--- src/svpc_pkg.sv ---
`timescale 1ns / 1ps
// Package for the servo position command unit: codes, constants, the
// microcode table and the control structs shared by the sequencer and datapath.
// No dependencies.
package svpc_pkg;

    // Serial divider sizes: dividend magnitude up to 180 * 4095.
    localparam int DVD_W = 20;
    localparam int DEN_W = 12;
    localparam int CNT_W = 5;
    localparam int NUM_W = DVD_W + 1;
    localparam int UPC_W = 3;

    // Reset values of the configuration registers and the position.
    localparam logic [11:0] MIN_RST   = 12'd1000;
    localparam logic [11:0] MAX_RST   = 12'd2000;
    localparam logic [9:0]  STEP_RST  = 10'd10;
    localparam logic [11:0] HOME_RST  = 12'd1500;
    localparam logic [11:0] PULSE_RST = 12'd1500;

    // Fixed limits.
    localparam logic [11:0] PULSE_LO   = 12'd500;
    localparam logic [11:0] PULSE_HI   = 12'd2500;
    localparam logic [7:0]  DEG_MAX    = 8'd180;
    localparam logic [7:0]  DEG_CENTER = 8'd90;

    // Command codes.
    typedef enum logic [2:0] {
        FN_SET_DEG  = 3'd0,
        FN_SET_US   = 3'd1,
        FN_ADD_DEG  = 3'd2,
        FN_ADD_US   = 3'd3,
        FN_STEP_CCW = 3'd4,
        FN_STEP_CW  = 3'd5,
        FN_HOME     = 3'd6,
        FN_CENTER   = 3'd7
    } func_t;

    // Configuration register indexes.
    typedef enum logic [2:0] {
        CFG_MIN_PULSE = 3'd0,
        CFG_MAX_PULSE = 3'd1,
        CFG_STEP      = 3'd2,
        CFG_HOME      = 3'd3
    } cfg_idx_t;

    // Datapath operations, one per control word.
    typedef enum logic [2:0] {
        OP_FETCH    = 3'd0,
        OP_ARG      = 3'd1,
        OP_ANGLE    = 3'd2,
        OP_PULSE    = 3'd3,
        OP_DIV_INIT = 3'd4,
        OP_DIV_STEP = 3'd5,
        OP_DIV_FIX  = 3'd6,
        OP_COMMIT   = 3'd7
    } op_t;

    // Jump conditions.
    typedef enum logic [2:0] {
        JC_NONE      = 3'd0,
        JC_ALWAYS    = 3'd1,
        JC_NO_REQ    = 3'd2,
        JC_PULSE_CMD = 3'd3,
        JC_SPAN_ZERO = 3'd4,
        JC_DIV_MORE  = 3'd5,
        JC_OUT_BUSY  = 3'd6
    } jc_t;

    // Program addresses.
    localparam logic [UPC_W-1:0] A_FETCH    = 3'd0;
    localparam logic [UPC_W-1:0] A_ARG      = 3'd1;
    localparam logic [UPC_W-1:0] A_ANGLE    = 3'd2;
    localparam logic [UPC_W-1:0] A_PULSE    = 3'd3;
    localparam logic [UPC_W-1:0] A_DIV_INIT = 3'd4;
    localparam logic [UPC_W-1:0] A_DIV_STEP = 3'd5;
    localparam logic [UPC_W-1:0] A_DIV_FIX  = 3'd6;
    localparam logic [UPC_W-1:0] A_COMMIT   = 3'd7;

    typedef struct packed {
        op_t              op;
        jc_t              jc;
        logic [UPC_W-1:0] target;
    } ucode_t;

    // Status flags that the sequencer tests.
    typedef struct packed {
        logic in_req;
        logic pulse_cmd;
        logic span_zero;
        logic div_more;
        logic out_busy;
    } seq_status_t;

    // Control that the sequencer hands to the datapath.
    typedef struct packed {
        op_t              op;
        logic             jump;
        logic [UPC_W-1:0] upc;
    } seq_ctrl_t;

    // The program. The commit step falls through to fetch by wrapping.
    function automatic ucode_t ucode_rom(input logic [UPC_W-1:0] addr);
        ucode_t w;
        case (addr)
            A_FETCH:    w = '{op: OP_FETCH,    jc: JC_NO_REQ,    target: A_FETCH};
            A_ARG:      w = '{op: OP_ARG,      jc: JC_PULSE_CMD, target: A_PULSE};
            A_ANGLE:    w = '{op: OP_ANGLE,    jc: JC_ALWAYS,    target: A_DIV_INIT};
            A_PULSE:    w = '{op: OP_PULSE,    jc: JC_SPAN_ZERO, target: A_COMMIT};
            A_DIV_INIT: w = '{op: OP_DIV_INIT, jc: JC_NONE,      target: A_FETCH};
            A_DIV_STEP: w = '{op: OP_DIV_STEP, jc: JC_DIV_MORE,  target: A_DIV_STEP};
            A_DIV_FIX:  w = '{op: OP_DIV_FIX,  jc: JC_NONE,      target: A_FETCH};
            A_COMMIT:   w = '{op: OP_COMMIT,   jc: JC_OUT_BUSY,  target: A_COMMIT};
            default:    w = '{op: OP_FETCH,    jc: JC_ALWAYS,    target: A_FETCH};
        endcase
        return w;
    endfunction

endpackage

--- src/svpc_seq.sv ---
`timescale 1ns / 1ps
// Microcode sequencer: step counter, control word lookup and conditional jumps.
// Depends on svpc_pkg.
module svpc_seq
    import svpc_pkg::*;
(
    input  logic        clk,
    input  logic        rst_n,
    input  seq_status_t status,
    output seq_ctrl_t   ctrl
);

    logic [UPC_W-1:0] upc_reg;
    logic [UPC_W-1:0] upc_next;
    ucode_t           word;
    logic             jump;

    // Fetch the control word of the current step.
    assign word = ucode_rom(upc_reg);

    // Evaluate the jump condition.
    always_comb
    begin
        case (word.jc)
            JC_NONE:      jump = 1'b0;
            JC_ALWAYS:    jump = 1'b1;
            JC_NO_REQ:    jump = !status.in_req;
            JC_PULSE_CMD: jump = status.pulse_cmd;
            JC_SPAN_ZERO: jump = status.span_zero;
            JC_DIV_MORE:  jump = status.div_more;
            JC_OUT_BUSY:  jump = status.out_busy;
            default:      jump = 1'b1;
        endcase
        upc_next = jump ? word.target : upc_reg + 1'b1;
    end

    // Step counter.
    always_ff @(posedge clk or negedge rst_n)
    begin
        if (!rst_n)
        begin
            upc_reg <= A_FETCH;
        end
        else
        begin
            upc_reg <= upc_next;
        end
    end

    assign ctrl = '{op: word.op, jump: jump, upc: upc_reg};

endmodule

--- src/svpc_div.sv ---
`timescale 1ns / 1ps
// Serial restoring divider, one quotient bit per step, with sign applied
// at the end. Depends on svpc_pkg.
module svpc_div
    import svpc_pkg::*;
(
    input  logic                    clk,
    input  logic                    rst_n,
    input  logic                    start,
    input  logic                    step,
    input  logic [DVD_W-1:0]        dividend,
    input  logic [DEN_W-1:0]        divisor,
    input  logic                    neg,
    output logic signed [NUM_W-1:0] quotient,
    output logic                    more
);

    logic [DVD_W-1:0] quo_reg;
    logic [DVD_W-1:0] quo_next;
    logic [DEN_W-1:0] rem_reg;
    logic [DEN_W-1:0] rem_next;
    logic [DEN_W-1:0] den_reg;
    logic             neg_reg;
    logic [CNT_W-1:0] cnt_reg;
    logic [DEN_W:0]   shifted;
    logic             fits;

    // One restoring iteration.
    always_comb
    begin
        shifted  = {rem_reg, quo_reg[DVD_W-1]};
        fits     = shifted >= {1'b0, den_reg};
        rem_next = fits ? DEN_W'(shifted - {1'b0, den_reg}) : shifted[DEN_W-1:0];
        quo_next = {quo_reg[DVD_W-2:0], fits};
    end

    // Operand and partial result registers.
    always_ff @(posedge clk)
    begin
        if (start)
        begin
            quo_reg <= dividend;
            rem_reg <= '0;
            den_reg <= divisor;
            neg_reg <= neg;
        end
        else if (step)
        begin
            quo_reg <= quo_next;
            rem_reg <= rem_next;
        end
    end

    // Iteration counter.
    always_ff @(posedge clk or negedge rst_n)
    begin
        if (!rst_n)
        begin
            cnt_reg <= '0;
        end
        else if (start)
        begin
            cnt_reg <= '0;
        end
        else if (step && more)
        begin
            cnt_reg <= cnt_reg + 1'b1;
        end
    end

    assign more = cnt_reg != CNT_W'(DVD_W - 1);

    // Quotient truncated toward zero.
    assign quotient = neg_reg ? -$signed({1'b0, quo_reg}) : $signed({1'b0, quo_reg});

endmodule

--- src/svpc_datapath.sv ---
`timescale 1ns / 1ps
// Datapath of the servo position command unit: configuration registers,
// position state, argument and clamp logic, output register. Depends on
// svpc_pkg and svpc_div.
module svpc_datapath
    import svpc_pkg::*;
(
    input  logic               clk,
    input  logic               rst_n,
    input  logic               cfg_we,
    input  logic [2:0]         cfg_index,
    input  logic [11:0]        cfg_data,
    input  logic               in_valid,
    output logic               in_stall,
    input  logic [2:0]         func,
    input  logic signed [12:0] amount,
    output logic               out_valid,
    input  logic               out_stall,
    output logic [11:0]        pulse_us,
    output logic [7:0]         angle_deg,
    input  seq_ctrl_t          ctrl,
    output seq_status_t        status
);

    logic [11:0]              min_reg;
    logic [11:0]              max_reg;
    logic [9:0]               step_reg;
    logic [11:0]              home_reg;
    logic [11:0]              cur_pulse_reg;
    logic [7:0]               cur_angle_reg;
    logic [2:0]               func_reg;
    logic signed [12:0]       amt_reg;
    logic signed [14:0]       x_reg;
    logic [11:0]              pulse_new_reg;
    logic [7:0]               angle_new_reg;
    logic signed [NUM_W-1:0]  num_reg;
    logic [DEN_W-1:0]         den_reg;
    logic                     den_neg_reg;
    logic                     mode_angle_reg;
    logic                     out_valid_reg;
    logic [11:0]              out_pulse_reg;
    logic [7:0]               out_angle_reg;

    logic                     accept;
    logic                     commit;
    logic signed [14:0]       arg;
    logic signed [14:0]       amt_x;
    logic signed [12:0]       span;
    logic [DEN_W-1:0]         span_mag;
    logic [7:0]               deg_clamp;
    logic [11:0]              pulse_pick;
    logic [12:0]              mid_sum;
    logic signed [12:0]       pulse_diff;
    logic signed [21:0]       prod_angle;
    logic signed [21:0]       prod_pulse;
    logic [DVD_W-1:0]         num_mag;
    logic signed [NUM_W-1:0]  quotient;
    logic [7:0]               quo_clamp;
    logic                     div_more;
    logic                     pulse_cmd;

    assign accept = (ctrl.op == OP_FETCH) && in_valid;
    assign commit = (ctrl.op == OP_COMMIT) && !ctrl.jump;
    assign in_stall = ctrl.op != OP_FETCH;

    // Configuration registers.
    always_ff @(posedge clk or negedge rst_n)
    begin
        if (!rst_n)
        begin
            min_reg  <= MIN_RST;
            max_reg  <= MAX_RST;
            step_reg <= STEP_RST;
            home_reg <= HOME_RST;
        end
        else if (cfg_we)
        begin
            case (cfg_index)
                CFG_MIN_PULSE: min_reg  <= cfg_data;
                CFG_MAX_PULSE: max_reg  <= cfg_data;
                CFG_STEP:      step_reg <= cfg_data[9:0];
                CFG_HOME:      home_reg <= cfg_data;
                default:       ;
            endcase
        end
    end

    // Command argument: a degree or a microsecond value.
    always_comb
    begin
        amt_x = {{2{amt_reg[12]}}, amt_reg};
        case (func_reg)
            FN_SET_DEG:  arg = amt_x;
            FN_SET_US:   arg = amt_x;
            FN_ADD_DEG:  arg = $signed({7'b0, cur_angle_reg}) + amt_x;
            FN_ADD_US:   arg = $signed({3'b0, cur_pulse_reg}) + amt_x;
            FN_STEP_CCW: arg = $signed({3'b0, cur_pulse_reg}) + $signed({5'b0, step_reg});
            FN_STEP_CW:  arg = $signed({3'b0, cur_pulse_reg}) - $signed({5'b0, step_reg});
            FN_HOME:     arg = $signed({3'b0, home_reg});
            default:     arg = $signed({7'b0, DEG_CENTER});
        endcase
    end

    always_comb
    begin
        case (func_reg) inside
            FN_SET_US, FN_ADD_US, FN_STEP_CCW, FN_STEP_CW, FN_HOME: pulse_cmd = 1'b1;
            default:                                                pulse_cmd = 1'b0;
        endcase
    end

    // Span and angle clamp.
    always_comb
    begin
        span     = $signed({1'b0, max_reg}) - $signed({1'b0, min_reg});
        span_mag = span[12] ? (~span[11:0] + 12'd1) : span[11:0];
        if (x_reg < 15'sd0)
        begin
            deg_clamp = 8'd0;
        end
        else if (x_reg > $signed({7'b0, DEG_MAX}))
        begin
            deg_clamp = DEG_MAX;
        end
        else
        begin
            deg_clamp = x_reg[7:0];
        end
        prod_angle = $signed({1'b0, deg_clamp}) * span;
    end

    // Pulse selection: clamp, switch off, or resume at the midpoint.
    always_comb
    begin
        mid_sum = {1'b0, min_reg} + {1'b0, max_reg};
        if (x_reg != 15'sd0)
        begin
            if (x_reg < $signed({3'b0, PULSE_LO}))
            begin
                pulse_pick = PULSE_LO;
            end
            else if (x_reg > $signed({3'b0, PULSE_HI}))
            begin
                pulse_pick = PULSE_HI;
            end
            else
            begin
                pulse_pick = x_reg[11:0];
            end
        end
        else if (cur_pulse_reg == 12'd0)
        begin
            pulse_pick = mid_sum[12:1];
        end
        else
        begin
            pulse_pick = 12'd0;
        end
        pulse_diff = $signed({1'b0, pulse_pick}) - $signed({1'b0, min_reg});
        prod_pulse = pulse_diff * $signed({1'b0, DEG_MAX});
    end

    // Divider operands and the saturated angle of a quotient.
    always_comb
    begin
        num_mag = num_reg[NUM_W-1] ? (~num_reg[DVD_W-1:0] + 1'b1) : num_reg[DVD_W-1:0];
        if (quotient < 0)
        begin
            quo_clamp = 8'd0;
        end
        else if (quotient > $signed({13'b0, DEG_MAX}))
        begin
            quo_clamp = DEG_MAX;
        end
        else
        begin
            quo_clamp = quotient[7:0];
        end
    end

    svpc_div u_div (
        .clk      (clk),
        .rst_n    (rst_n),
        .start    (ctrl.op == OP_DIV_INIT),
        .step     (ctrl.op == OP_DIV_STEP),
        .dividend (num_mag),
        .divisor  (den_reg),
        .neg      (num_reg[NUM_W-1] ^ den_neg_reg),
        .quotient (quotient),
        .more     (div_more)
    );

    // Working registers driven by the control word.
    always_ff @(posedge clk)
    begin
        case (ctrl.op)
            OP_FETCH:
            begin
                if (accept)
                begin
                    func_reg <= func;
                    amt_reg  <= amount;
                end
            end
            OP_ARG:
            begin
                x_reg <= arg;
            end
            OP_ANGLE:
            begin
                angle_new_reg  <= deg_clamp;
                num_reg        <= prod_angle[NUM_W-1:0];
                den_reg        <= {4'b0, DEG_MAX};
                den_neg_reg    <= 1'b0;
                mode_angle_reg <= 1'b1;
            end
            OP_PULSE:
            begin
                pulse_new_reg  <= pulse_pick;
                angle_new_reg  <= 8'd0;
                num_reg        <= prod_pulse[NUM_W-1:0];
                den_reg        <= span_mag;
                den_neg_reg    <= span[12];
                mode_angle_reg <= 1'b0;
            end
            OP_DIV_FIX:
            begin
                if (mode_angle_reg)
                begin
                    pulse_new_reg <= min_reg + quotient[11:0];
                end
                else
                begin
                    angle_new_reg <= quo_clamp;
                end
            end
            default:
            begin
            end
        endcase
    end

    // Position state.
    always_ff @(posedge clk or negedge rst_n)
    begin
        if (!rst_n)
        begin
            cur_pulse_reg <= PULSE_RST;
            cur_angle_reg <= DEG_CENTER;
        end
        else if (commit)
        begin
            cur_pulse_reg <= pulse_new_reg;
            cur_angle_reg <= angle_new_reg;
        end
    end

    // Output register: holds a result until it is taken.
    always_ff @(posedge clk or negedge rst_n)
    begin
        if (!rst_n)
        begin
            out_valid_reg <= 1'b0;
        end
        else if (commit)
        begin
            out_valid_reg <= 1'b1;
        end
        else if (!out_stall)
        begin
            out_valid_reg <= 1'b0;
        end
    end

    always_ff @(posedge clk)
    begin
        if (commit)
        begin
            out_pulse_reg <= pulse_new_reg;
            out_angle_reg <= angle_new_reg;
        end
    end

    assign out_valid = out_valid_reg;
    assign pulse_us  = out_pulse_reg;
    assign angle_deg = out_angle_reg;

    assign status = '{in_req:    in_valid,
                      pulse_cmd: pulse_cmd,
                      span_zero: span == 13'sd0,
                      div_more:  div_more,
                      out_busy:  out_valid_reg && out_stall};

endmodule

--- src/servo_position_command_unit.sv ---
`timescale 1ns / 1ps
// Sequence: fetch, argument, angle or pulse, divider load, 20 divider steps,
// fix-up and commit. A pulse request with zero span skips the divider.
// A new request is taken only at fetch, after the last one has committed, and
// the commit step waits while the previous result is still held.
// Reset: asynchronous, active low; registers return to 1000, 2000, 10, 1500 us,
// the position to 1500 us at 90 degrees, and no result is pending.
module servo_position_command_unit
    import svpc_pkg::*;
(
    input  logic               clk,
    input  logic               rst_n,
    input  logic               cfg_we,
    input  logic [2:0]         cfg_index,
    input  logic [11:0]        cfg_data,
    input  logic               in_valid,
    output logic               in_stall,
    input  logic [2:0]         func,
    input  logic signed [12:0] amount,
    output logic               out_valid,
    input  logic               out_stall,
    output logic [11:0]        pulse_us,
    output logic [7:0]         angle_deg
);

    seq_ctrl_t   ctrl;
    seq_status_t status;

    // Microcode sequencer.
    svpc_seq u_seq (
        .clk    (clk),
        .rst_n  (rst_n),
        .status (status),
        .ctrl   (ctrl)
    );

    // Datapath.
    svpc_datapath u_dp (
        .clk       (clk),
        .rst_n     (rst_n),
        .cfg_we    (cfg_we),
        .cfg_index (cfg_index),
        .cfg_data  (cfg_data),
        .in_valid  (in_valid),
        .in_stall  (in_stall),
        .func      (func),
        .amount    (amount),
        .out_valid (out_valid),
        .out_stall (out_stall),
        .pulse_us  (pulse_us),
        .angle_deg (angle_deg),
        .ctrl      (ctrl),
        .status    (status)
    );

`ifndef SYNTH
    // An accepted request blocks further requests until it is done.
    a_accept_busy: assert property (@(posedge clk) disable iff (!rst_n)
        (in_valid && !in_stall) |=> in_stall)
        else $error("request accepted while another is in progress");

    // A delivered angle is always saturated.
    a_angle_range: assert property (@(posedge clk) disable iff (!rst_n)
        out_valid |-> (angle_deg <= DEG_MAX))
        else $error("angle out of range");

    // The commit step waits while the previous result is still held.
    a_commit_hold: assert property (@(posedge clk) disable iff (!rst_n)
        (ctrl.op == OP_COMMIT && out_valid && out_stall) |=> (ctrl.op == OP_COMMIT))
        else $error("commit overran a pending result");

    // A result appears only from the commit step.
    a_result_src: assert property (@(posedge clk) disable iff (!rst_n)
        $rose(out_valid) |-> $past(ctrl.op == OP_COMMIT))
        else $error("result raised outside the commit step");
`endif

endmodule
--- config.mk ---
export PLATFORM = sky130hd
export DESIGN_NAME = servo_position_command_unit
export DESIGN_NICKNAME = d
export VERILOG_FILES = /design/src/svpc_pkg.sv /design/src/svpc_seq.sv /design/src/svpc_div.sv /design/src/svpc_datapath.sv /design/src/servo_position_command_unit.sv
export SDC_FILE = /design/constraint.sdc
export NUM_CORES = 1
export LEC_CHECK = 0
export BUFFER_PORTS_ARGS = -buffer_cell sky130_fd_sc_hd__buf_2
export CORE_ASPECT_RATIO = 1.4
export CORE_UTILIZATION = 36
export CTS_CLUSTER_SIZE = 8
export DETAILED_ROUTE_END_ITERATION = 7
export PLACE_DENSITY = 0.47
export SLEW_MARGIN = 5
export SYNTH_ARGS = -nofsm -noshare
export SYNTH_HDL_FRONTEND = slang
export SYNTH_SLANG_ARGS = --single-unit
export TNS_END_PERCENT = 30
--- constraint.sdc ---
create_clock -name clk -period 8.8 [get_ports clk]
set_input_delay 0.44 -clock clk [delete_from_list [all_inputs] [get_ports clk]]
set_output_delay 0.44 -clock clk [all_outputs]
set_load 0.01 [all_outputs]
==> impl_metrics.py, run 1 <==
metrics = {
    "grt": {
        "grt_remaining_overflow": 0,
        "grt_pass1_wl_um": 94800,
        "antenna_found_initial": 0,
        "grt_pass1_vias": 15600,
        "track_usage_pct": 22.9,
        "grt_max_degree": 56,
    },
    "clock_tree": {
        "tritoncts": "done",
        "cts_max_level": 2,
        "root_buffer": "clkbuf_16",
        "clock_path_buffers": 3,
        "clk_pin_slew_worst_paths_ns": 0.06,
        "clk_latency_ns": 0.56,
        "cts.sinks": 225,
        "cts_buffers": 34,
        "postCtsResizedCells": 0,
    },
    "final_layout": {
        "regArea_sq_mm": 0.00630,
        "drive_gt1_share_pct": 11.4,
        "nFillCells": 5445,
        "multi_input_area_sq_mm": 0.0123,
        "area_growth_pct": 10.7,
        "largest_reg_flops": 21,
        "final_util_pct": 40.3,
        "nets": 2472,
        "diodes": 0,
    },
    "logic_synthesis": {
        "yosys_warnings": 0,
        "synth_nets": 2421,
        "ys_seq_area_share_pct": 31.9,
        "syn_inst": 2086,
        "synth_top_cell_by_area": "edfxtp_1",
        "syn_area_per_cell_sq_um": 9.47,
        "ys_types": 90,
        "synth-edff-count": 138,
        "synth_ff_type": "edfxtp_1",
        "synth_area_leaders": "edfxtp_1 21%, ha_1 12%, fa_1 11%, dfrtp_1 5.4%, inv_1 4.7%",
        "yosysMostFrequentCell": "inv_1",
        "synth_area_sq_mm": 0.0198,
        "yosysTopAreaCellShare_pct": 21.0,
        "ys_seq_elements": 225,
        "ys_async_sr_fraction_pct": 33.3,
        "synth_common_cells": "249 x inv_1, 193 x nor2_1, 187 x ha_1, 172 x nand2_1",
    },
    "hold_path": {
        "min-delay-start": "amount[11]",
        "hold_path_class": "in2reg",
        "hold_depth": 1,
        "hold_path_end": "u_dp.amt_reg[11]",
    },
    "timing": {
        "finalClockSkew_ns": 0.0301,
        "fmax_mhz": 123,
        "fin_crit_sh_pct": 92.2,
        "rsz0062_at_grt": "no",
        "tightest_slew_ns": 1.09,
        "finalHoldViolCount": 0,
        "relSlewSlack_pct": 27.3,
        "finalSetupViolCount": 0,
        "min_period_ns": 8.11,
        "fin_setup_tns_ns": 0,
        "drv_slew": 0,
    },
    "outcome": {
        "outcome": "finished, final reports clean",
    },
    "floorplan": {
        "core_area_sq_mm": 0.0542,
        "die-area_sq_mm": 0.0558,
        "initial_core_util_pct": 36.4,
        "die_height_um": 279,
        "die_w_um": 200,
        "row_count": 101,
        "io_pins": 58,
    },
    "drt": {
        "first_iter_violations": 760,
        "drc": 0,
        "wl_um": 61600,
        "wl_per_cell_um": 21.4,
        "drtAntennaViolNets": 0,
        "routed_via_density": 5.26,
        "vias": 15200,
        "drtPass1Iterations": 7,
    },
    "job": {
        "cap_violations": 0,
    },
    "critical_path": {
        "cp_slowest_cell": "fa_1",
        "reg2reg_from": "u_dp.min_reg[1]",
        "startpoint": "u_dp.min_reg[1]",
        "worst_ep_arrival_time_ns": 8.52,
        "startpoint_type": "flip-flop",
        "critical-path-top-delay-family": "adder cells",
        "critical_path_required_ns": 9.21,
        "setup.worst_path.class": "reg2reg",
        "end_kind": "flip-flop",
        "rrSetupSlack_ns": 0.69,
        "path_common_cell": "ha_1",
        "r2r_end": "u_dp.num_reg[20]",
        "critPathMaxStageDelay_ns": 0.54,
        "crit_path_max_fanout": 5,
        "reg2reg_depth": 30,
        "path_buf_inv": 3,
    },
    "placement": {
        "io_buffers": 57,
        "gp_congestion": 0.939,
        "place_hpwl_um": 49200,
    },
}
worst max path at each step:
| stage | to | cells after the start |
|---|---|---|
| after CTS | u_dp.num_reg[20] | 30 |
| after global placement | u_dp.num_reg[20] | 30 |
| after global routing | u_dp.num_reg[20] | 30 |
| after floorplan | u_dp.num_reg[20] | 31 |
| final | u_dp.num_reg[20] | 30 |
| after detailed placement | u_dp.num_reg[20] | 30 |
logic make-up after synthesis:
family / share of synthesized area [%]
xor+xnor: 6.77
mux: 4.32
flops: 31.9
buf+inv: 6.05
simple gates: 13.1
compound gates: 14.7
fa+ha+maj: 23.2
cell type report:
class	instances	share of cell area [%]
Multi-Input combinational cell	1545	56.1
Sequential cell	225	28.8
Clock buffer	58	4.35
Inverter	253	4.34
Tap cell	721	4.13
Timing Repair Buffer	78	2.05
Clock inverter	4	0.177
metal layers:
metal / GRT usage [%] / wire length (um) / share of wire [%]
met4: 12.4 / 3550 / 5.8
met3: 2.65 / 2150 / 3.5
met5: 0 / 0 / 0
met2: 41.1 / 31800 / 52
met1: 26.3 / 24100 / 39
layout by cell type, fill, tap and decap left out, types with 17 or more instances in the layout:
| cell type | count |
|---|---|
| clkbuf_1 | 23 |
| a31oi_1 | 18 |
| dfstp_2 | 32 |
| a21oi_1 | 115 |
| dfrtp_1 | 43 |
| inv_1 | 249 |
| nand2_1 | 172 |
| mux2_2 | 62 |
| or3_1 | 17 |
| fa_1 | 112 |
| nor2b_1 | 27 |
| clkbuf_16 | 34 |
| buf_4 | 21 |
| edfxtp_1 | 138 |
| ha_1 | 187 |
| a21o_1 | 30 |
| buf_2 | 56 |
| nand3_1 | 26 |
| o21ai_0 | 138 |
| xor2_1 | 52 |
| xnor2_1 | 97 |
| o21bai_1 | 18 |
| nor3_1 | 41 |
| o21a_1 | 19 |
| nor2_1 | 192 |
through the flow:
step | std cells | setup WS (ns) | hold slack [ns] | cell area (sq um)
CTS | 2884 | 0.717 | 0.0511 | 21900
global placement | 2821 | 0.870 | 0.406 | 20900
finish | 2884 | 0.690 | 0.0760 | 21900
global route | 2884 | 0.229 | 0.0645 | 21900
detailed placement | 2821 | 0.741 | 0.405 | 20900
floorplan | 2086 | 1.71 | 0.144 | 19800
repair_timing:
item	CTS	global route
setup buffers	0	0
setup endpoints to repair	0	0
hold buffers	1	0
endpoints found under the hold margin	17	0
Power of run 1 is not shown: default switching activity piles up to over one toggle a cycle in this logic, so the estimate is an artifact.
==> run 2: changes to the inputs <==
Settings changed: CELL_PAD_IN_SITES_DETAIL_PLACEMENT set to 0, CELL_PAD_IN_SITES_GLOBAL_PLACEMENT set to 1, PLACE_DENSITY 0.47 to 0.58.
==> impl_metrics.py, run 2 (synthesis gave the netlist of run 1 again) <==
metrics = {
    "drt": {
        "vias": 15100,
        "drtAntennaViolNets": 0,
        "first_iter_violations": 694,
        "drtPass1Iterations": 7,
        "routed_via_density": 5.25,
        "drc": 0,
        "wl_per_cell_um": 21.8,
        "wl_um": 62700,
    },
    "grt": {
        "antenna_found_initial": 0,
        "top_usage_layer": "met2",
        "grt_use_met2_pct": 42.3,
        "track_usage_pct": 23.3,
        "grt_pass1_vias": 15700,
        "grt_max_degree": 56,
        "grt_use_met1_pct": 26.4,
        "grt_pass1_wl_um": 95900,
        "grt_use_met3_pct": 2.50,
        "grt_remaining_overflow": 0,
    },
    "critical_path": {
        "setup.worst_path.class": "reg2reg",
        "critPathMaxStageDelay_ns": 0.55,
        "cp_slowest_cell": "fa_1",
        "path_buf_inv": 3,
        "worst_ep_arrival_time_ns": 8.26,
        "startpoint_type": "flip-flop",
        "critical-path-top-delay-family": "adder cells",
        "path_common_cell": "ha_1",
        "critical_path_required_ns": 9.23,
        "crit_path_max_fanout": 5,
        "end_kind": "flip-flop",
    },
    "final_layout": {
        "largest_reg_flops": 21,
        "fin_cells": 2884,
        "nets": 2472,
        "final_common_cell": "inv_1",
        "final_cell_mix": "249 x inv_1, 192 x nor2_1, 187 x ha_1, 172 x nand2_1",
        "area_growth_pct": 11.0,
        "final_util_pct": 40.5,
        "diodes": 0,
        "drive_gt1_share_pct": 11.6,
    },
    "timing": {
        "min_period_ns": 7.83,
        "relSlewSlack_pct": 21.9,
        "fin_setup_tns_ns": 0,
        "finalHoldViolCount": 0,
        "finalClockSkew_ns": 0.0215,
        "fin_crit_sh_pct": 89.0,
        "rsz0062_at_grt": "no",
        "fmax_mhz": 128,
        "setup_ws_ns": 0.971,
        "drv_slew": 0,
        "tightest_slew_ns": 1.17,
        "finalSetupViolCount": 0,
    },
    "clock_tree": {
        "postCtsResizedCells": 0,
        "clk_latency_ns": 0.56,
        "root_buffer": "clkbuf_16",
        "cts_max_level": 2,
        "cts_buffers": 35,
        "cts.sinks": 225,
        "tritoncts": "done",
        "clk_pin_slew_worst_paths_ns": 0.06,
        "clock_path_buffers": 3,
    },
    "placement": {
        "post-place-ws_ns": 0.981,
        "io_buffers": 57,
        "dp.cells": 2820,
        "place_hpwl_um": 50500,
        "gp_congestion": 0.894,
    },
    "floorplan": {
        "row_count": 101,
        "die-area_sq_mm": 0.0558,
        "initial_core_util_pct": 36.4,
        "io_pins": 58,
        "die_w_um": 200,
        "core_area_sq_mm": 0.0542,
        "die_height_um": 279,
    },
    "hold_path": {
        "hold_path_class": "in2reg",
    },
    "outcome": {
        "outcome": "finished, final reports clean",
    },
    "job": {
        "cap_violations": 0,
    },
}
run 2: changes by cell type in the layout (fill, tap and decap cells not counted):
cell,previous run,this run
clkbuf_8,1,3
buf_4,21,20
inv_6,2,1
clkbuf_16,34,37
clkbuf_1,23,20
run 2: worst paths after layout:
check	start	endpoint	slack (ns)	depth (start not counted)
worst max-delay path	u_dp.min_reg[1]	u_dp.num_reg[20]	0.97	31
worst min-delay path	amount[0]	u_dp.amt_reg[0]	0.07	1
worst max register to register	u_dp.min_reg[1]	u_dp.num_reg[20]	0.97	31
worst min register to register	u_dp.den_reg[11]	u_dp.u_div.den_reg[11]	0.42	0
max in group asynchronous	rst_n	u_dp.cur_angle_reg[1]	7.34	3
min in group asynchronous	rst_n	u_dp.max_reg[3]	0.45	2
run 2: layout make-up:
class / instances / area [sq um]
Fill cell: 5387 / 32300
Multi-Input combinational cell: 1545 / 12300
Sequential cell: 225 / 6300
Clock buffer: 60 / 1040
Inverter: 253 / 950
Tap cell: 721 / 902
Timing Repair Buffer: 77 / 440
Clock inverter: 3 / 30.0
run 2: repair_timing:
item,in CTS,in global routing
buffers inserted,0,0
endpoints found under the hold margin,21,0
hold buffers,1,0
run 2: metrics by stage:
| stage | area, sq um | hold slack, ns |
|---|---|---|
| 6_report | 21900 | 0.0726 |
| 5_1_grt | 21900 | 0.0592 |
| 4_1_cts | 21900 | 0.0511 |
| 3_3_place_gp | 20900 | 0.406 |
| 3_5_place_dp | 20900 | 0.406 |
| 2_1_floorplan | 19800 | 0.144 |
run 2: per-layer routing:
layer	routed length, um	vias up
met5	0	-
li1	-	7284
met3	1910	129
met4	3460	0
met1	24900	7391
met2	32500	341
Power of run 2 is left out for the same reason.
==> run 3: changes to the inputs <==
Settings changed: CORE_ASPECT_RATIO 1.4 to unset.
==> impl_metrics.py, run 3 (synthesis gave the netlist of run 1 again) <==
metrics = {
    "outcome": {
        "outcome": "finished, final reports clean",
    },
    "critical_path": {
        "critPathMaxStageDelay_ns": 0.53,
        "critical-path-top-delay-family": "adder cells",
        "startpoint_type": "flip-flop",
        "path_buf_inv": 3,
        "critical_path_required_ns": 9.22,
        "crit_path_max_fanout": 5,
        "worst_ep_arrival_time_ns": 8.31,
        "reg2reg_depth": 31,
        "path_common_cell": "ha_1",
        "r2r_end": "u_dp.num_reg[20]",
        "setup.worst_path.class": "reg2reg",
        "rrSetupSlack_ns": 0.92,
        "cp_slowest_cell": "fa_1",
        "reg2reg_from": "u_dp.min_reg[1]",
        "end_kind": "flip-flop",
    },
    "drt": {
        "drtPass1Iterations": 5,
        "wl_um": 58700,
        "wl_per_cell_um": 20.6,
        "drtAntennaViolNets": 0,
        "first_iter_violations": 1078,
        "drc": 0,
        "vias": 14900,
        "routed_via_density": 5.22,
    },
    "floorplan": {
        "row_count": 85,
        "io_pins": 58,
        "die_w_um": 236,
        "die-area_sq_mm": 0.0558,
        "die_height_um": 236,
        "core_area_sq_mm": 0.0540,
        "initial_core_util_pct": 36.6,
    },
    "timing": {
        "fin_setup_tns_ns": 0,
        "finalClockSkew_ns": 0.0365,
        "finalHoldViolCount": 0,
        "fmax_mhz": 127,
        "setup_ws_ns": 0.917,
        "rsz0062_at_grt": "no",
        "drv_slew": 0,
        "relSlewSlack_pct": 24.1,
        "finalSetupViolCount": 0,
        "min_period_ns": 7.88,
        "tightest_slew_ns": 1.14,
        "fin_crit_sh_pct": 89.6,
    },
    "hold_path": {
        "hold_depth": 1,
        "min-delay-start": "amount[10]",
        "hold_path_class": "in2reg",
        "hold_path_end": "u_dp.amt_reg[10]",
    },
    "placement": {
        "place_hpwl_um": 46700,
        "gp_congestion": 0.890,
        "dpl_cell_area_sq_mm": 0.0208,
        "io_buffers": 57,
        "post-place-ws_ns": 0.917,
    },
    "clock_tree": {
        "clk_pin_slew_worst_paths_ns": 0.06,
        "clock_path_buffers": 3,
        "cts_max_level": 2,
        "cts_buffers": 35,
        "tritoncts": "done",
        "root_buffer": "clkbuf_16",
        "clk_latency_ns": 0.55,
        "cts.sinks": 225,
    },
    "final_layout": {
        "drive_gt1_share_pct": 11.5,
        "regArea_sq_mm": 0.00630,
        "nFillCells": 5358,
        "final_common_cell": "inv_1",
        "largest_reg_flops": 21,
        "stdcell_area_sq_mm": 0.0219,
        "final_cell_mix": "249 x inv_1, 192 x nor2_1, 187 x ha_1, 172 x nand2_1",
        "multi_input_area_sq_mm": 0.0123,
        "area_growth_pct": 10.7,
        "nets": 2473,
    },
    "grt": {
        "grt_pass1_vias": 15400,
        "grt_remaining_overflow": 0,
        "antenna_found_initial": 1,
        "track_usage_pct": 21.6,
        "grt_max_degree": 65,
        "grt_pass1_wl_um": 92700,
    },
    "job": {
        "cap_violations": 0,
    },
}
-- run 3: final cells by class --
cell class	count	share of cell area (%)
Antenna cell	1	0.0114
Clock buffer	53	4.51
Clock inverter	5	0.177
Inverter	253	4.34
Multi-Input combinational cell	1545	56.1
Sequential cell	225	28.8
Tap cell	696	3.98
Timing Repair Buffer	78	2.05
-- run 3: worst max path at each step --
stage / from / to / slack (ns) / depth (start not counted)
2_1_floorplan: u_dp.min_reg[1] / u_dp.num_reg[20] / 1.71 / 31
3_3_place_gp: u_dp.min_reg[1] / u_dp.num_reg[20] / 1.01 / 31
3_5_place_dp: u_dp.min_reg[1] / u_dp.num_reg[20] / 0.92 / 30
4_1_cts: u_dp.min_reg[1] / u_dp.num_reg[20] / 0.90 / 31
5_1_grt: u_dp.min_reg[1] / u_dp.num_reg[20] / 0.30 / 31
6_report: u_dp.min_reg[1] / u_dp.num_reg[20] / 0.92 / 31
-- run 3: metrics by stage --
stage | instances | utilization, % | hold WS (ns)
after CTS | 2855 | 40.5 | 0.0417
after detailed placement | 2796 | 38.6 | 0.286
after global placement | 2796 | 38.6 | 0.284
final | 2856 | 40.5 | 0.0670
after floorplan | 2086 | - | 0.144
after global routing | 2855 | 40.5 | 0.0488
-- run 3: metal layers --
layer	vias to the layer above	track usage [%]	share of wire, %
met5	-	0	0
met4	0	8.60	3.8
met3	85	2.04	3.3
met2	318	35.9	47
met1	7242	28.9	46
li1	7276	-	-
-- run 3: what timing repair did --
action	4_1_cts	5_1_grt
endpoints found under the hold margin	11	0
setup buffers	0	0
gates resized for setup	0	0
hold buffers	1	0
Power of run 3 is left out for the same reason.
